--- src/rtl/tcf_pkg.sv ---
// Shared types, constants and helpers for the tilt complementary filter.
// No dependencies; imported by tcf_lane and tilt_complementary_filter.
`timescale 1ns / 1ps

package tcf_pkg;

  // Vectoring rotations per atan2, limited by the angle table length
  localparam int unsigned CordicSteps = 16;
  localparam int unsigned AtanEntries = 24;

  // Per-phase last step indexes for the lane step counter
  localparam logic [5:0] SqLast     = 6'd15;
  localparam logic [5:0] RootLast   = 6'd15;
  localparam logic [5:0] CordicLast =
      6'(((CordicSteps < AtanEntries) ? CordicSteps : AtanEntries) - 1);
  localparam logic [5:0] MulLast    = 6'd31;
  localparam logic [5:0] DivLast    = 6'd49;
  localparam logic [5:0] MixLast    = 6'd15;

  // 1000 ms * 131 counts per deg/s
  localparam logic [17:0] IncDivisor = 18'd131000;
  // 0.96 in unsigned Q0.16
  localparam logic [15:0] AlphaReset = 16'd62915;

  typedef enum logic [1:0] {
    CFG_OFFSET_X,
    CFG_OFFSET_Y,
    CFG_RANGE,
    CFG_ALPHA
  } cfg_index_e;

  typedef enum logic [1:0] {
    TOP_IDLE,
    TOP_START,
    TOP_RUN
  } top_state_e;

  typedef enum logic [3:0] {
    LANE_IDLE,
    LANE_SQ_A,
    LANE_SQ_B,
    LANE_ROOT,
    LANE_ROT,
    LANE_GMUL,
    LANE_GDIV,
    LANE_SUM,
    LANE_MIX,
    LANE_DONE
  } lane_state_e;

  typedef struct packed {
    logic signed [15:0] accel_x;
    logic signed [15:0] accel_y;
    logic signed [15:0] accel_z;
    logic signed [15:0] rate_x;
    logic signed [15:0] rate_y;
    logic        [31:0] time_ms;
  } in_item_t;

  typedef struct packed {
    logic signed [31:0] angle_x;
    logic signed [31:0] angle_y;
    logic signed [31:0] drift_angle_x;
    logic signed [31:0] drift_angle_y;
  } out_item_t;

  // Work handed to one axis lane
  typedef struct packed {
    logic               start;
    logic        [1:0]  range_sel;
    logic        [15:0] alpha;
    logic        [31:0] dt;
    logic signed [16:0] diff;   // rate minus offset
    logic signed [16:0] num;    // atan2 numerator
    logic signed [15:0] sq_a;   // magnitude terms for the denominator
    logic signed [15:0] sq_b;
    logic signed [31:0] filt;
    logic signed [31:0] drift;
  } lane_req_t;

  typedef struct packed {
    logic               done;
    logic signed [31:0] filt;
    logic signed [31:0] drift;
  } lane_rsp_t;

  // atan(2^-i) in Q16.16 degrees, rounded to nearest
  function automatic logic signed [24:0] atan_entry(input logic [4:0] idx);
    logic signed [24:0] v;
    case (idx)
      5'd0:  v = 25'sd2949120;
      5'd1:  v = 25'sd1740967;
      5'd2:  v = 25'sd919879;
      5'd3:  v = 25'sd466945;
      5'd4:  v = 25'sd234379;
      5'd5:  v = 25'sd117304;
      5'd6:  v = 25'sd58666;
      5'd7:  v = 25'sd29335;
      5'd8:  v = 25'sd14668;
      5'd9:  v = 25'sd7334;
      5'd10: v = 25'sd3667;
      5'd11: v = 25'sd1833;
      5'd12: v = 25'sd917;
      5'd13: v = 25'sd458;
      5'd14: v = 25'sd229;
      5'd15: v = 25'sd115;
      5'd16: v = 25'sd57;
      5'd17: v = 25'sd29;
      5'd18: v = 25'sd14;
      5'd19: v = 25'sd7;
      5'd20: v = 25'sd4;
      5'd21: v = 25'sd2;
      5'd22: v = 25'sd1;
      default: v = 25'sd0;
    endcase
    return v;
  endfunction

  // Clamp to the signed 32-bit range
  function automatic logic signed [31:0] sat32(input logic signed [52:0] v);
    logic signed [52:0] hi;
    logic signed [52:0] lo;
    hi = 53'sd2147483647;
    lo = -53'sd2147483648;
    if (v > hi) begin
      return 32'sh7fffffff;
    end else if (v < lo) begin
      return 32'sh80000000;
    end
    return v[31:0];
  endfunction

endpackage

--- src/rtl/tilt_complementary_filter.sv ---
// Top level of the two-axis tilt complementary filter.
// Depends on tcf_pkg and instantiates two tcf_lane units (roll and pitch).
`timescale 1ns / 1ps
//
// Usage:
//   Input channel (in_valid_i / in_stall_o / in_data_i) takes one raw IMU
//   beat: three accel axes, two gyro rates and a millisecond timestamp.
//   Output channel (out_valid_o / out_stall_i / out_data_o) returns one beat
//   per input: filtered roll and pitch plus the gyro-only drift angles,
//   all Q16.16 degrees, saturated.
//   Configuration port (cfg_valid_i / cfg_ready_o) writes gyro offsets,
//   range code and blend weight; it is always ready. Write it only idle.
// Schedule:
//   Both axes run side by side in bit-serial lanes; the lane sequence is
//   2x16 square steps, 16 root steps, 16 CORDIC steps, 32 multiply steps,
//   50 divide steps, 1 sum and 16 blend steps. One beat is in flight at a
//   time: a new beat is not accepted until the previous result is loaded.
// Reset clears the angles, the timestamp history and restores the default
// configuration. When out_stall_i holds a result, the next beat may still be
// accepted and processed; it waits in the lanes until the output frees up.

module tilt_complementary_filter import tcf_pkg::*; (
  input  logic        clk_i,
  input  logic        rst_ni,
  input  logic        in_valid_i,
  output logic        in_stall_o,
  input  in_item_t    in_data_i,
  output logic        out_valid_o,
  input  logic        out_stall_i,
  output out_item_t   out_data_o,
  input  logic        cfg_valid_i,
  output logic        cfg_ready_o,
  input  logic [1:0]  cfg_index_i,
  input  logic [15:0] cfg_data_i
);

  top_state_e state_q, state_d;

  // configuration
  logic signed [15:0] off_x_q, off_y_q;
  logic [1:0]         range_q;
  logic [15:0]        alpha_q;

  // filter state
  logic signed [31:0] filt_x_q, filt_y_q, drift_x_q, drift_y_q;
  logic [31:0]        prev_time_q;
  logic               seen_first_q;

  // latched beat
  logic signed [15:0] ax_q, ay_q, az_q;
  logic signed [16:0] diff_x_q, diff_y_q;
  logic [31:0]        dt_q;

  logic      out_valid_q;
  out_item_t out_data_q;

  logic      in_acc, start, load, slot_free;
  lane_req_t req_x, req_y;
  lane_rsp_t rsp_x, rsp_y;

  assign in_acc    = in_valid_i && !in_stall_o;
  assign slot_free = !out_valid_q || !out_stall_i;
  assign cfg_ready_o = 1'b1;

  // Next state
  always_comb begin
    state_d = state_q;
    case (state_q)
      TOP_IDLE:  if (in_acc) state_d = TOP_START;
      TOP_START: state_d = TOP_RUN;
      TOP_RUN:   if (load) state_d = TOP_IDLE;
      default:   state_d = TOP_IDLE;
    endcase
  end

  // Control outputs
  always_comb begin
    in_stall_o = (state_q != TOP_IDLE);
    start      = (state_q == TOP_START);
    load       = (state_q == TOP_RUN) && rsp_x.done && rsp_y.done && slot_free;
  end

  // Lane requests: roll uses -ay over |ax,az|, pitch uses ax over |ay,az|
  always_comb begin
    req_x.start     = start;
    req_x.range_sel = range_q;
    req_x.alpha     = alpha_q;
    req_x.dt        = dt_q;
    req_x.diff      = diff_x_q;
    req_x.num       = 17'sd0 - {ay_q[15], ay_q};
    req_x.sq_a      = ax_q;
    req_x.sq_b      = az_q;
    req_x.filt      = filt_x_q;
    req_x.drift     = drift_x_q;

    req_y.start     = start;
    req_y.range_sel = range_q;
    req_y.alpha     = alpha_q;
    req_y.dt        = dt_q;
    req_y.diff      = diff_y_q;
    req_y.num       = {ax_q[15], ax_q};
    req_y.sq_a      = ay_q;
    req_y.sq_b      = az_q;
    req_y.filt      = filt_y_q;
    req_y.drift     = drift_y_q;
  end

  tcf_lane u_lane_x (
    .clk_i  (clk_i),
    .rst_ni (rst_ni),
    .req_i  (req_x),
    .rsp_o  (rsp_x)
  );

  tcf_lane u_lane_y (
    .clk_i  (clk_i),
    .rst_ni (rst_ni),
    .req_i  (req_y),
    .rsp_o  (rsp_y)
  );

  // Control and architectural state
  always_ff @(posedge clk_i or negedge rst_ni) begin
    if (!rst_ni) begin
      state_q      <= TOP_IDLE;
      off_x_q      <= '0;
      off_y_q      <= '0;
      range_q      <= '0;
      alpha_q      <= AlphaReset;
      filt_x_q     <= '0;
      filt_y_q     <= '0;
      drift_x_q    <= '0;
      drift_y_q    <= '0;
      prev_time_q  <= '0;
      seen_first_q <= 1'b0;
      out_valid_q  <= 1'b0;
    end else begin
      state_q <= state_d;
      if (cfg_valid_i && cfg_ready_o) begin
        case (cfg_index_e'(cfg_index_i))
          CFG_OFFSET_X: off_x_q <= cfg_data_i;
          CFG_OFFSET_Y: off_y_q <= cfg_data_i;
          CFG_RANGE:    range_q <= cfg_data_i[1:0];
          CFG_ALPHA:    alpha_q <= cfg_data_i;
          default: ;
        endcase
      end
      if (in_acc) begin
        prev_time_q  <= in_data_i.time_ms;
        seen_first_q <= 1'b1;
      end
      if (load) begin
        filt_x_q    <= rsp_x.filt;
        filt_y_q    <= rsp_y.filt;
        drift_x_q   <= rsp_x.drift;
        drift_y_q   <= rsp_y.drift;
        out_valid_q <= 1'b1;
      end else if (!out_stall_i) begin
        out_valid_q <= 1'b0;
      end
    end
  end

  // Beat capture and output register
  always_ff @(posedge clk_i) begin
    if (in_acc) begin
      ax_q     <= in_data_i.accel_x;
      ay_q     <= in_data_i.accel_y;
      az_q     <= in_data_i.accel_z;
      diff_x_q <= {in_data_i.rate_x[15], in_data_i.rate_x} - {off_x_q[15], off_x_q};
      diff_y_q <= {in_data_i.rate_y[15], in_data_i.rate_y} - {off_y_q[15], off_y_q};
      dt_q     <= seen_first_q ? 32'(in_data_i.time_ms - prev_time_q) : 32'd0;
    end
    if (load) begin
      out_data_q.angle_x       <= rsp_x.filt;
      out_data_q.angle_y       <= rsp_y.filt;
      out_data_q.drift_angle_x <= rsp_x.drift;
      out_data_q.drift_angle_y <= rsp_y.drift;
    end
  end

  assign out_valid_o = out_valid_q;
  assign out_data_o  = out_data_q;

  // Both lanes run a fixed schedule from the same start
  a_lanes_lockstep: assert property (@(posedge clk_i) disable iff (!rst_ni)
    rsp_x.done == rsp_y.done)
    else $error("axis lanes out of step");

  a_accept_blocks: assert property (@(posedge clk_i) disable iff (!rst_ni)
    in_acc |=> in_stall_o)
    else $error("second beat taken while busy");

  a_first_dt_zero: assert property (@(posedge clk_i) disable iff (!rst_ni)
    in_acc && !seen_first_q |=> dt_q == 32'd0)
    else $error("nonzero dt on first sample");

  a_load_from_run: assert property (@(posedge clk_i) disable iff (!rst_ni)
    $rose(out_valid_q) |-> $past(state_q == TOP_RUN))
    else $error("result loaded outside run");

endmodule

--- src/rtl/tcf_lane.sv ---
// One axis of the tilt filter: serial squares, digit-by-digit root, CORDIC,
// serial gyro multiply and divide, then a serial blend. Uses tcf_pkg.
`timescale 1ns / 1ps

module tcf_lane import tcf_pkg::*; (
  input  logic      clk_i,
  input  logic      rst_ni,
  input  lane_req_t req_i,
  output lane_rsp_t rsp_o
);

  lane_state_e state_q, state_d;
  logic [5:0]  cnt_q, cnt_d;

  // shift-add multiplier: high part, low/multiplier part, multiplicand
  logic [33:0] mu_q, mu_d;
  logic [31:0] ml_q, ml_d;
  logic [32:0] mm_q, mm_d;
  logic        msgn_q, msgn_d;

  // root: radicand, remainder, root digits
  logic [31:0] rad_q, rad_d;
  logic [16:0] rr_q, rr_d;
  logic [15:0] rq_q, rq_d;

  // CORDIC
  logic signed [27:0] cx_q, cx_d, cy_q, cy_d;
  logic signed [24:0] cz_q, cz_d;
  logic               czero_q, czero_d;
  logic signed [24:0] acc_q, acc_d;

  // divider remainder and dividend/quotient shift register
  logic [16:0] dr_q, dr_d;
  logic [49:0] dv_q, dv_d;

  logic signed [31:0] filt_q, filt_d, drift_q, drift_d;

  logic        last;
  logic [32:0] addend;
  logic [34:0] mt;
  logic [15:0] mag_a, mag_b, dmag;
  logic [17:0] prate;
  logic [18:0] r_sh, r_trial;
  logic        r_ge;
  logic [16:0] r_next;
  logic [15:0] q_next;
  logic [4:0]  sh;
  logic signed [27:0] xs, ys;
  logic signed [24:0] at;
  logic signed [27:0] cx_n, cy_n;
  logic signed [24:0] cz_n;
  logic [49:0] mprod;
  logic [17:0] d_sh;
  logic        d_ge;
  logic [50:0] inc;
  logic signed [31:0] gyro;
  logic [35:0] mix_sum;

  // Operand magnitudes and gyro rate times range factor
  assign mag_a = req_i.sq_a[15] ? 16'(~req_i.sq_a + 16'd1) : req_i.sq_a;
  assign mag_b = req_i.sq_b[15] ? 16'(~req_i.sq_b + 16'd1) : req_i.sq_b;
  assign dmag  = req_i.diff[16] ? 16'(~req_i.diff + 17'd1) : req_i.diff[15:0];
  assign prate = {2'b00, dmag}
               + (req_i.range_sel[0] ? {2'b00, dmag} : 18'd0)
               + (req_i.range_sel[1] ? {1'b0, dmag, 1'b0} : 18'd0);

  // Multiplier step: one multiplier bit per cycle
  assign addend = ml_q[0] ? mm_q : 33'd0;
  assign mt = {msgn_q & mu_q[33], mu_q} + {{2{msgn_q & addend[32]}}, addend};

  // Root step: two radicand bits per cycle
  assign r_sh    = {rr_q, rad_q[31:30]};
  assign r_trial = {1'b0, rq_q, 2'b01};
  assign r_ge    = (r_sh >= r_trial);
  assign r_next  = r_ge ? 17'(r_sh - r_trial) : r_sh[16:0];
  assign q_next  = {rq_q[14:0], r_ge};

  // CORDIC vectoring step
  assign sh = cnt_q[4:0];
  assign xs = cx_q >>> sh;
  assign ys = cy_q >>> sh;
  assign at = atan_entry(sh);
  always_comb begin
    if (!cy_q[27]) begin
      cx_n = cx_q + ys;
      cy_n = cy_q - xs;
      cz_n = cz_q + at;
    end else begin
      cx_n = cx_q - ys;
      cy_n = cy_q + xs;
      cz_n = cz_q - at;
    end
  end

  // Full product of rate and dt on the last multiply step
  assign mprod = {mt[18:0], ml_q[31:1]};

  // Restoring divide step: one quotient bit per cycle
  assign d_sh = {dr_q, dv_q[49]};
  assign d_ge = (d_sh >= IncDivisor);

  // Signed increment and gyro angle
  assign inc  = req_i.diff[16] ? 51'(~{1'b0, dv_q} + 51'd1) : {1'b0, dv_q};
  assign gyro = sat32($signed({{21{filt_q[31]}}, filt_q}) + $signed({{2{inc[50]}}, inc}));

  // Blend: accel + round(alpha * (gyro - accel) / 2^16)
  assign mix_sum = {{2{mt[34]}}, mt[34:1]} + {35'd0, mt[0]}
                 + {{11{acc_q[24]}}, acc_q};

  // Next state
  always_comb begin
    state_d = state_q;
    case (state_q)
      LANE_IDLE, LANE_DONE: if (req_i.start) state_d = LANE_SQ_A;
      LANE_SQ_A: if (cnt_q == SqLast) state_d = LANE_SQ_B;
      LANE_SQ_B: if (cnt_q == SqLast) state_d = LANE_ROOT;
      LANE_ROOT: if (cnt_q == RootLast) state_d = LANE_ROT;
      LANE_ROT:  if (cnt_q == CordicLast) state_d = LANE_GMUL;
      LANE_GMUL: if (cnt_q == MulLast) state_d = LANE_GDIV;
      LANE_GDIV: if (cnt_q == DivLast) state_d = LANE_SUM;
      LANE_SUM:  state_d = LANE_MIX;
      LANE_MIX:  if (cnt_q == MixLast) state_d = LANE_DONE;
      default:   state_d = LANE_IDLE;
    endcase
  end

  assign last  = (state_d != state_q);
  assign cnt_d = last ? 6'd0 : 6'(cnt_q + 6'd1);

  // Datapath updates per phase
  always_comb begin
    mu_d = mu_q;  ml_d = ml_q;  mm_d = mm_q;  msgn_d = msgn_q;
    rad_d = rad_q;  rr_d = rr_q;  rq_d = rq_q;
    cx_d = cx_q;  cy_d = cy_q;  cz_d = cz_q;  czero_d = czero_q;  acc_d = acc_q;
    dr_d = dr_q;  dv_d = dv_q;  filt_d = filt_q;  drift_d = drift_q;
    case (state_q)
      LANE_IDLE, LANE_DONE: begin
        if (req_i.start) begin
          mm_d = {17'd0, mag_a};
          ml_d = {16'd0, mag_a};
          mu_d = '0;
          msgn_d = 1'b0;
        end
      end
      LANE_SQ_A: begin
        mu_d = mt[34:1];
        ml_d = {mt[0], ml_q[31:1]};
        if (last) begin
          rad_d = {mt[16:0], ml_q[31:17]};
          mm_d = {17'd0, mag_b};
          ml_d = {16'd0, mag_b};
          mu_d = '0;
        end
      end
      LANE_SQ_B: begin
        mu_d = mt[34:1];
        ml_d = {mt[0], ml_q[31:1]};
        if (last) begin
          rad_d = rad_q + {mt[16:0], ml_q[31:17]};
          rr_d = '0;
          rq_d = '0;
        end
      end
      LANE_ROOT: begin
        rad_d = {rad_q[29:0], 2'b00};
        rr_d = r_next;
        rq_d = q_next;
        if (last) begin
          cx_d = $signed({4'd0, q_next, 8'd0});
          cy_d = $signed({{3{req_i.num[16]}}, req_i.num, 8'd0});
          cz_d = '0;
          czero_d = (q_next == 16'd0) && (req_i.num == 17'sd0);
        end
      end
      LANE_ROT: begin
        cx_d = cx_n;
        cy_d = cy_n;
        cz_d = cz_n;
        if (last) begin
          acc_d = czero_q ? 25'sd0 : cz_n;
          mm_d = {15'd0, prate};
          ml_d = req_i.dt;
          mu_d = '0;
          msgn_d = 1'b0;
        end
      end
      LANE_GMUL: begin
        mu_d = mt[34:1];
        ml_d = {mt[0], ml_q[31:1]};
        if (last) begin
          dr_d = {1'b0, mprod[49:34]};
          dv_d = {mprod[33:0], 16'd0};
        end
      end
      LANE_GDIV: begin
        dr_d = d_ge ? 17'(d_sh - IncDivisor) : d_sh[16:0];
        dv_d = {dv_q[48:0], d_ge};
      end
      LANE_SUM: begin
        drift_d = sat32($signed({{21{drift_q[31]}}, drift_q})
                      + $signed({{2{inc[50]}}, inc}));
        mm_d = 33'({gyro[31], gyro} - {{8{acc_q[24]}}, acc_q});
        ml_d = {16'd0, req_i.alpha};
        mu_d = '0;
        msgn_d = 1'b1;
      end
      LANE_MIX: begin
        mu_d = mt[34:1];
        ml_d = {mt[0], ml_q[31:1]};
        if (last) begin
          filt_d = sat32($signed({{17{mix_sum[35]}}, mix_sum}));
        end
      end
      default: ;
    endcase
  end

  // Lane state and step counter, reset to idle
  always_ff @(posedge clk_i or negedge rst_ni) begin
    if (!rst_ni) begin
      state_q <= LANE_IDLE;
      cnt_q   <= '0;
    end else begin
      state_q <= state_d;
      cnt_q   <= cnt_d;
    end
  end

  // Finished angles hold in DONE until the next start, which loads them from the request
  always_ff @(posedge clk_i) begin
    mu_q <= mu_d;  ml_q <= ml_d;  mm_q <= mm_d;  msgn_q <= msgn_d;
    rad_q <= rad_d;  rr_q <= rr_d;  rq_q <= rq_d;
    cx_q <= cx_d;  cy_q <= cy_d;  cz_q <= cz_d;  czero_q <= czero_d;  acc_q <= acc_d;
    dr_q <= dr_d;  dv_q <= dv_d;
    if ((state_q == LANE_IDLE || state_q == LANE_DONE) && req_i.start) begin
      filt_q  <= req_i.filt;
      drift_q <= req_i.drift;
    end else begin
      filt_q  <= filt_d;
      drift_q <= drift_d;
    end
  end

  assign rsp_o.done  = (state_q == LANE_DONE);
  assign rsp_o.filt  = filt_q;
  assign rsp_o.drift = drift_q;

endmodule
--- config.mk ---
export PLATFORM = sky130hd
export DESIGN_NAME = tilt_complementary_filter
export DESIGN_NICKNAME = d
export VERILOG_FILES = /design/src/rtl/tcf_pkg.sv /design/src/rtl/tilt_complementary_filter.sv /design/src/rtl/tcf_lane.sv
export SDC_FILE = /design/constraint.sdc
export NUM_CORES = 2
export LEC_CHECK = 0
export BUFFER_PORTS_ARGS = -buffer_cell sky130_fd_sc_hd__buf_4
export CAP_MARGIN = 30
export CORE_MARGIN = 2
export CORE_UTILIZATION = 50
export DETAILED_ROUTE_END_ITERATION = 8
export HOLD_SLACK_MARGIN = 0.12
export PLACE_DENSITY = 0.73
export SLEW_MARGIN = 0
export SYNTH_ARGS = -nofsm -noshare
export SYNTH_HDL_FRONTEND = slang
export SYNTH_SLANG_ARGS = --single-unit
--- constraint.sdc ---
create_clock -name clk_i -period 32.2 [get_ports clk_i]
set_clock_uncertainty 0.05 [all_clocks]
set_input_delay 6.44 -clock clk_i [delete_from_list [all_inputs] [get_ports clk_i]]
set_output_delay 6.44 -clock clk_i [all_outputs]
set_load 0.02 [all_outputs]
==> results.sh <==
export IMPL_status="complete, no violations"
export IMPL_slew_violations=0
export IMPL_crit_fanout=32
export IMPL_grt_usage_pct=29.94
export IMPL_dr_pass1_iters=6
export IMPL_root_buffer="clkbuf_16"
export IMPL_core_area_um2=204400
export IMPL_fillers=17894
export IMPL_routabilityCongestion=0.9818
export IMPL_r2r_end="u_lane_y.mm_q[28]"
export IMPL_period_share_pct=36.68
export IMPL_io_buffers=264
export IMPL_reg2reg_slack_ns=20.39
export IMPL_fp_dieW_um=457.1
export IMPL_drtIter0Drc=9449
export IMPL_worstMarginPinSlew_ns=1.099
export IMPL_p_per_area_nw_per_um2=117.9
export IMPL_die_area_um2=208900
export IMPL_power_leakage_nw=47.10
export IMPL_cts_resized=0
export IMPL_syn_area_per_cell_um2=9.289
export IMPL_drt_total_wl_um=323000
export IMPL_fp_row_count=166
export IMPL_cts_buffers=150
export IMPL_syn_inst=11049
export IMPL_cts_setup_buffers=0
export IMPL_path_class="reg -> reg"
export IMPL_insertion_delay_ns=0.84
export IMPL_start_kind="register"
export IMPL_arrival_ns=12.33
export IMPL_fin_tns_setup_ns=0
export IMPL_syn_area_um2=102600
export IMPL_r2r_cells=41
export IMPL_syn_to_final_growth_pct=9.852
export IMPL_cpMaxStageDelayCell="or4_4"
export IMPL_hold_ws_ns=0.4556
export IMPL_grt_max_degree=162
export IMPL_report_final_hold_viol_count=0
export IMPL_nets=12116
export IMPL_layout_commonest_cell="nor2_1"
export IMPL_rsz0062_at_grt="false"
export IMPL_async_reset_ff_share_pct=18.25
export IMPL_start_util_pct=50.22
export IMPL_finalSetupViolations=0
export IMPL_crit_top_cell="o21ai_0"
export IMPL_synthFlopType="edfxtp_1"
export IMPL_wl_per_cell_um=23.14
export IMPL_cpPeakStageDelay_ns=0.57
export IMPL_reg2reg_from="u_lane_y.dv_q[8]"
export IMPL_ant_nets=0
export IMPL_cts_hold_buf=0
export IMPL_route_detailed_drc=0
export IMPL_grt_pass1_vias=82427
export IMPL_ys_seq_area_share_pct=36.38
export IMPL_route_vias_total=87162
export IMPL_most_common_layout_cells="1058 x nor2_1, 1048 x edfxtp_1, 1010 x nand2_1"
export IMPL_cts_sinks=1282
export IMPL_syn_num_nets=12026
export IMPL_hpwlAfterDp_um=248700
export IMPL_layout_drive_gt1_share_pct=10.27
export IMPL_io_pins=266
export IMPL_cts_tree="yes"
export IMPL_period_needed_ns=11.81
export IMPL_ir_drop_v=0.00007397
export IMPL_cap_violations=0
export IMPL_fmax_mhz=84.66
export IMPL_grt_pass1_wl_um=489700
export IMPL_crit_end="u_lane_y.mm_q[28]"
export IMPL_crit_required_ns=32.72
export IMPL_hold_path_class="reg -> reg"
export IMPL_clk_pin_slew_worst_paths_ns=0.06
export IMPL_relSlewSlack_pct=26.57
export IMPL_chipHeight_um=457.1
export IMPL_yosys_warnings=0
export IMPL_end_kind="register"
export IMPL_antenna_found_initial=19
export IMPL_yosys_register_bits=1282
export IMPL_cts_max_path_buffers=3
export IMPL_grt_remaining_overflow=0
export IMPL_critPathLaunch="u_lane_y.dv_q[8]"
export IMPL_synth_edff_count=1048
export IMPL_htreeDepth=4
export IMPL_synth_cell_types=105
export IMPL_viasPerCell=6.246
-- synth_stat cells (all sizes together) (25+ instances only) --
cell type	number	area, um^2
or3	109	696.9
nand2	1015	3815
xor2	323	2829
and2	215	1345
a21o	327	2455
o22ai	75	469.2
mux2	238	2680
nor2b	96	600.6
or4	35	277.8
a2111oi	25	231.5
o211ai	81	613.1
o21a	94	705.7
inv	574	2155
buf	107	516.7
a21oi	799	3999
ha	787	9847
or2	49	306.5
a211oi	84	630.6
dfrtp	224	5605
a22oi	57	427.9
nand2b	176	1101
nor2	1066	4001
a31oi	129	813.3
a21boi	61	457.9
o21ai	711	3558
o31ai	97	765.7
a221o	53	530.5
and3	127	799.5
nand3	181	905.9
mux4	123	2770
clkbuf	346	1300
fa	55	1101
a22o	42	367.9
nand4	71	444.2
nor3	210	1051
nor4	41	277.8
a211o	25	220.2
a221oi	29	254.0
o21bai	104	780.8
mux2i	116	1161
edfxtp	1048	31470
xnor2	586	5132
o41ai	30	262.8
nor3b	28	215.2
-- critical path: cells and delay by family, from the launching register on --
kind / cells / cell delay (ns)
simple gates: 17 / 5.15
compound gates: 17 / 4.04
fa+ha+maj: 3 / 0.98
buf+inv: 2 / 0.53
flops: 1 / 0.46
xor+xnor: 2 / 0.34
-- cells by family after synthesis --
family | count (synthesis) | share of synthesized area [%]
simple gates | 3490 | 16.03
compound gates | 3019 | 18.84
flops | 1282 | 36.38
buf+inv | 1029 | 3.877
xor+xnor | 909 | 7.757
fa+ha+maj | 842 | 10.67
mux | 477 | 6.442
other cells | 1 | 0.003654
-- stage by stage --
stage	setup slack [ns]	power, mW	area [um^2]	std cells	utilization, %
final	20.39	13.29	112700	13955	55.17
after global routing	19.74	14.21	112700	13954	55.16
after CTS	20.48	13.12	112700	13948	55.13
after detailed placement	20.54	11.25	107500	13671	52.62
after global placement	20.70	11.02	107300	13656	52.50
after floorplan	18.87	8.983	102600	11049	-
-- layout make-up --
cell class,count,area (um^2),area share (%)
antenna,3,7.507,0.006659
timing repair buffer,391,3151,2.794
clock buffer,202,4217,3.740
inverter,576,2162,1.918
multi-input combinational,8738,61590,54.63
tap,2688,3363,2.983
clock inverter,75,903.4,0.8013
sequential,1282,37350,33.13
-- how the worst min path moves through the flow --
stage	cells past startpoint	to	slack, ns	start
3_3_place_gp	1	filt_y_q[16]	0.43	filt_y_q[16]
3_5_place_dp	0	out_data_o[35]	0.44	u_lane_x.drift_q[3]
2_1_floorplan	0	out_data_o[0]	0.40	u_lane_y.drift_q[0]
6_report	1	off_y_q[3]	0.46	off_y_q[3]
5_1_grt	1	off_y_q[3]	0.46	off_y_q[3]
4_1_cts	1	off_y_q[3]	0.46	off_y_q[3]
-- layer usage --
metal	vias up	global-route usage (%)	part of all wire [%]
li1	40712	-	-
met1	42135	41.11	42
met2	3684	46.10	44
met3	615	4.277	7.9
met4	16	15.33	5.6
met5	-	0	0.029
-- state kept, by name, indices dropped and copies added, names as in the netlist, 33 cells and up --
name           count
u_lane_y.mu_q     34
out_data_o       128
u_lane_y.dv_q     50
u_lane_y.mm_q     33
u_lane_x.dv_q     50
u_lane_x.mu_q     34
u_lane_x.mm_q     33
-- where the power goes --
| part | internal (mW) | leakage, nW | total (mW) | switching, mW |
|---|---|---|---|---|
| clock network | 1.05 | 2.49 | 1.80 | 0.752 |
| logic | 3.44 | 31.6 | 8.81 | 5.37 |
| registers | 2.40 | 13.0 | 2.68 | 0.285 |
| total | 6.88 | 47.1 | 13.3 | 6.41 |
No activity file was read; power rests on OpenSTA's default activity.
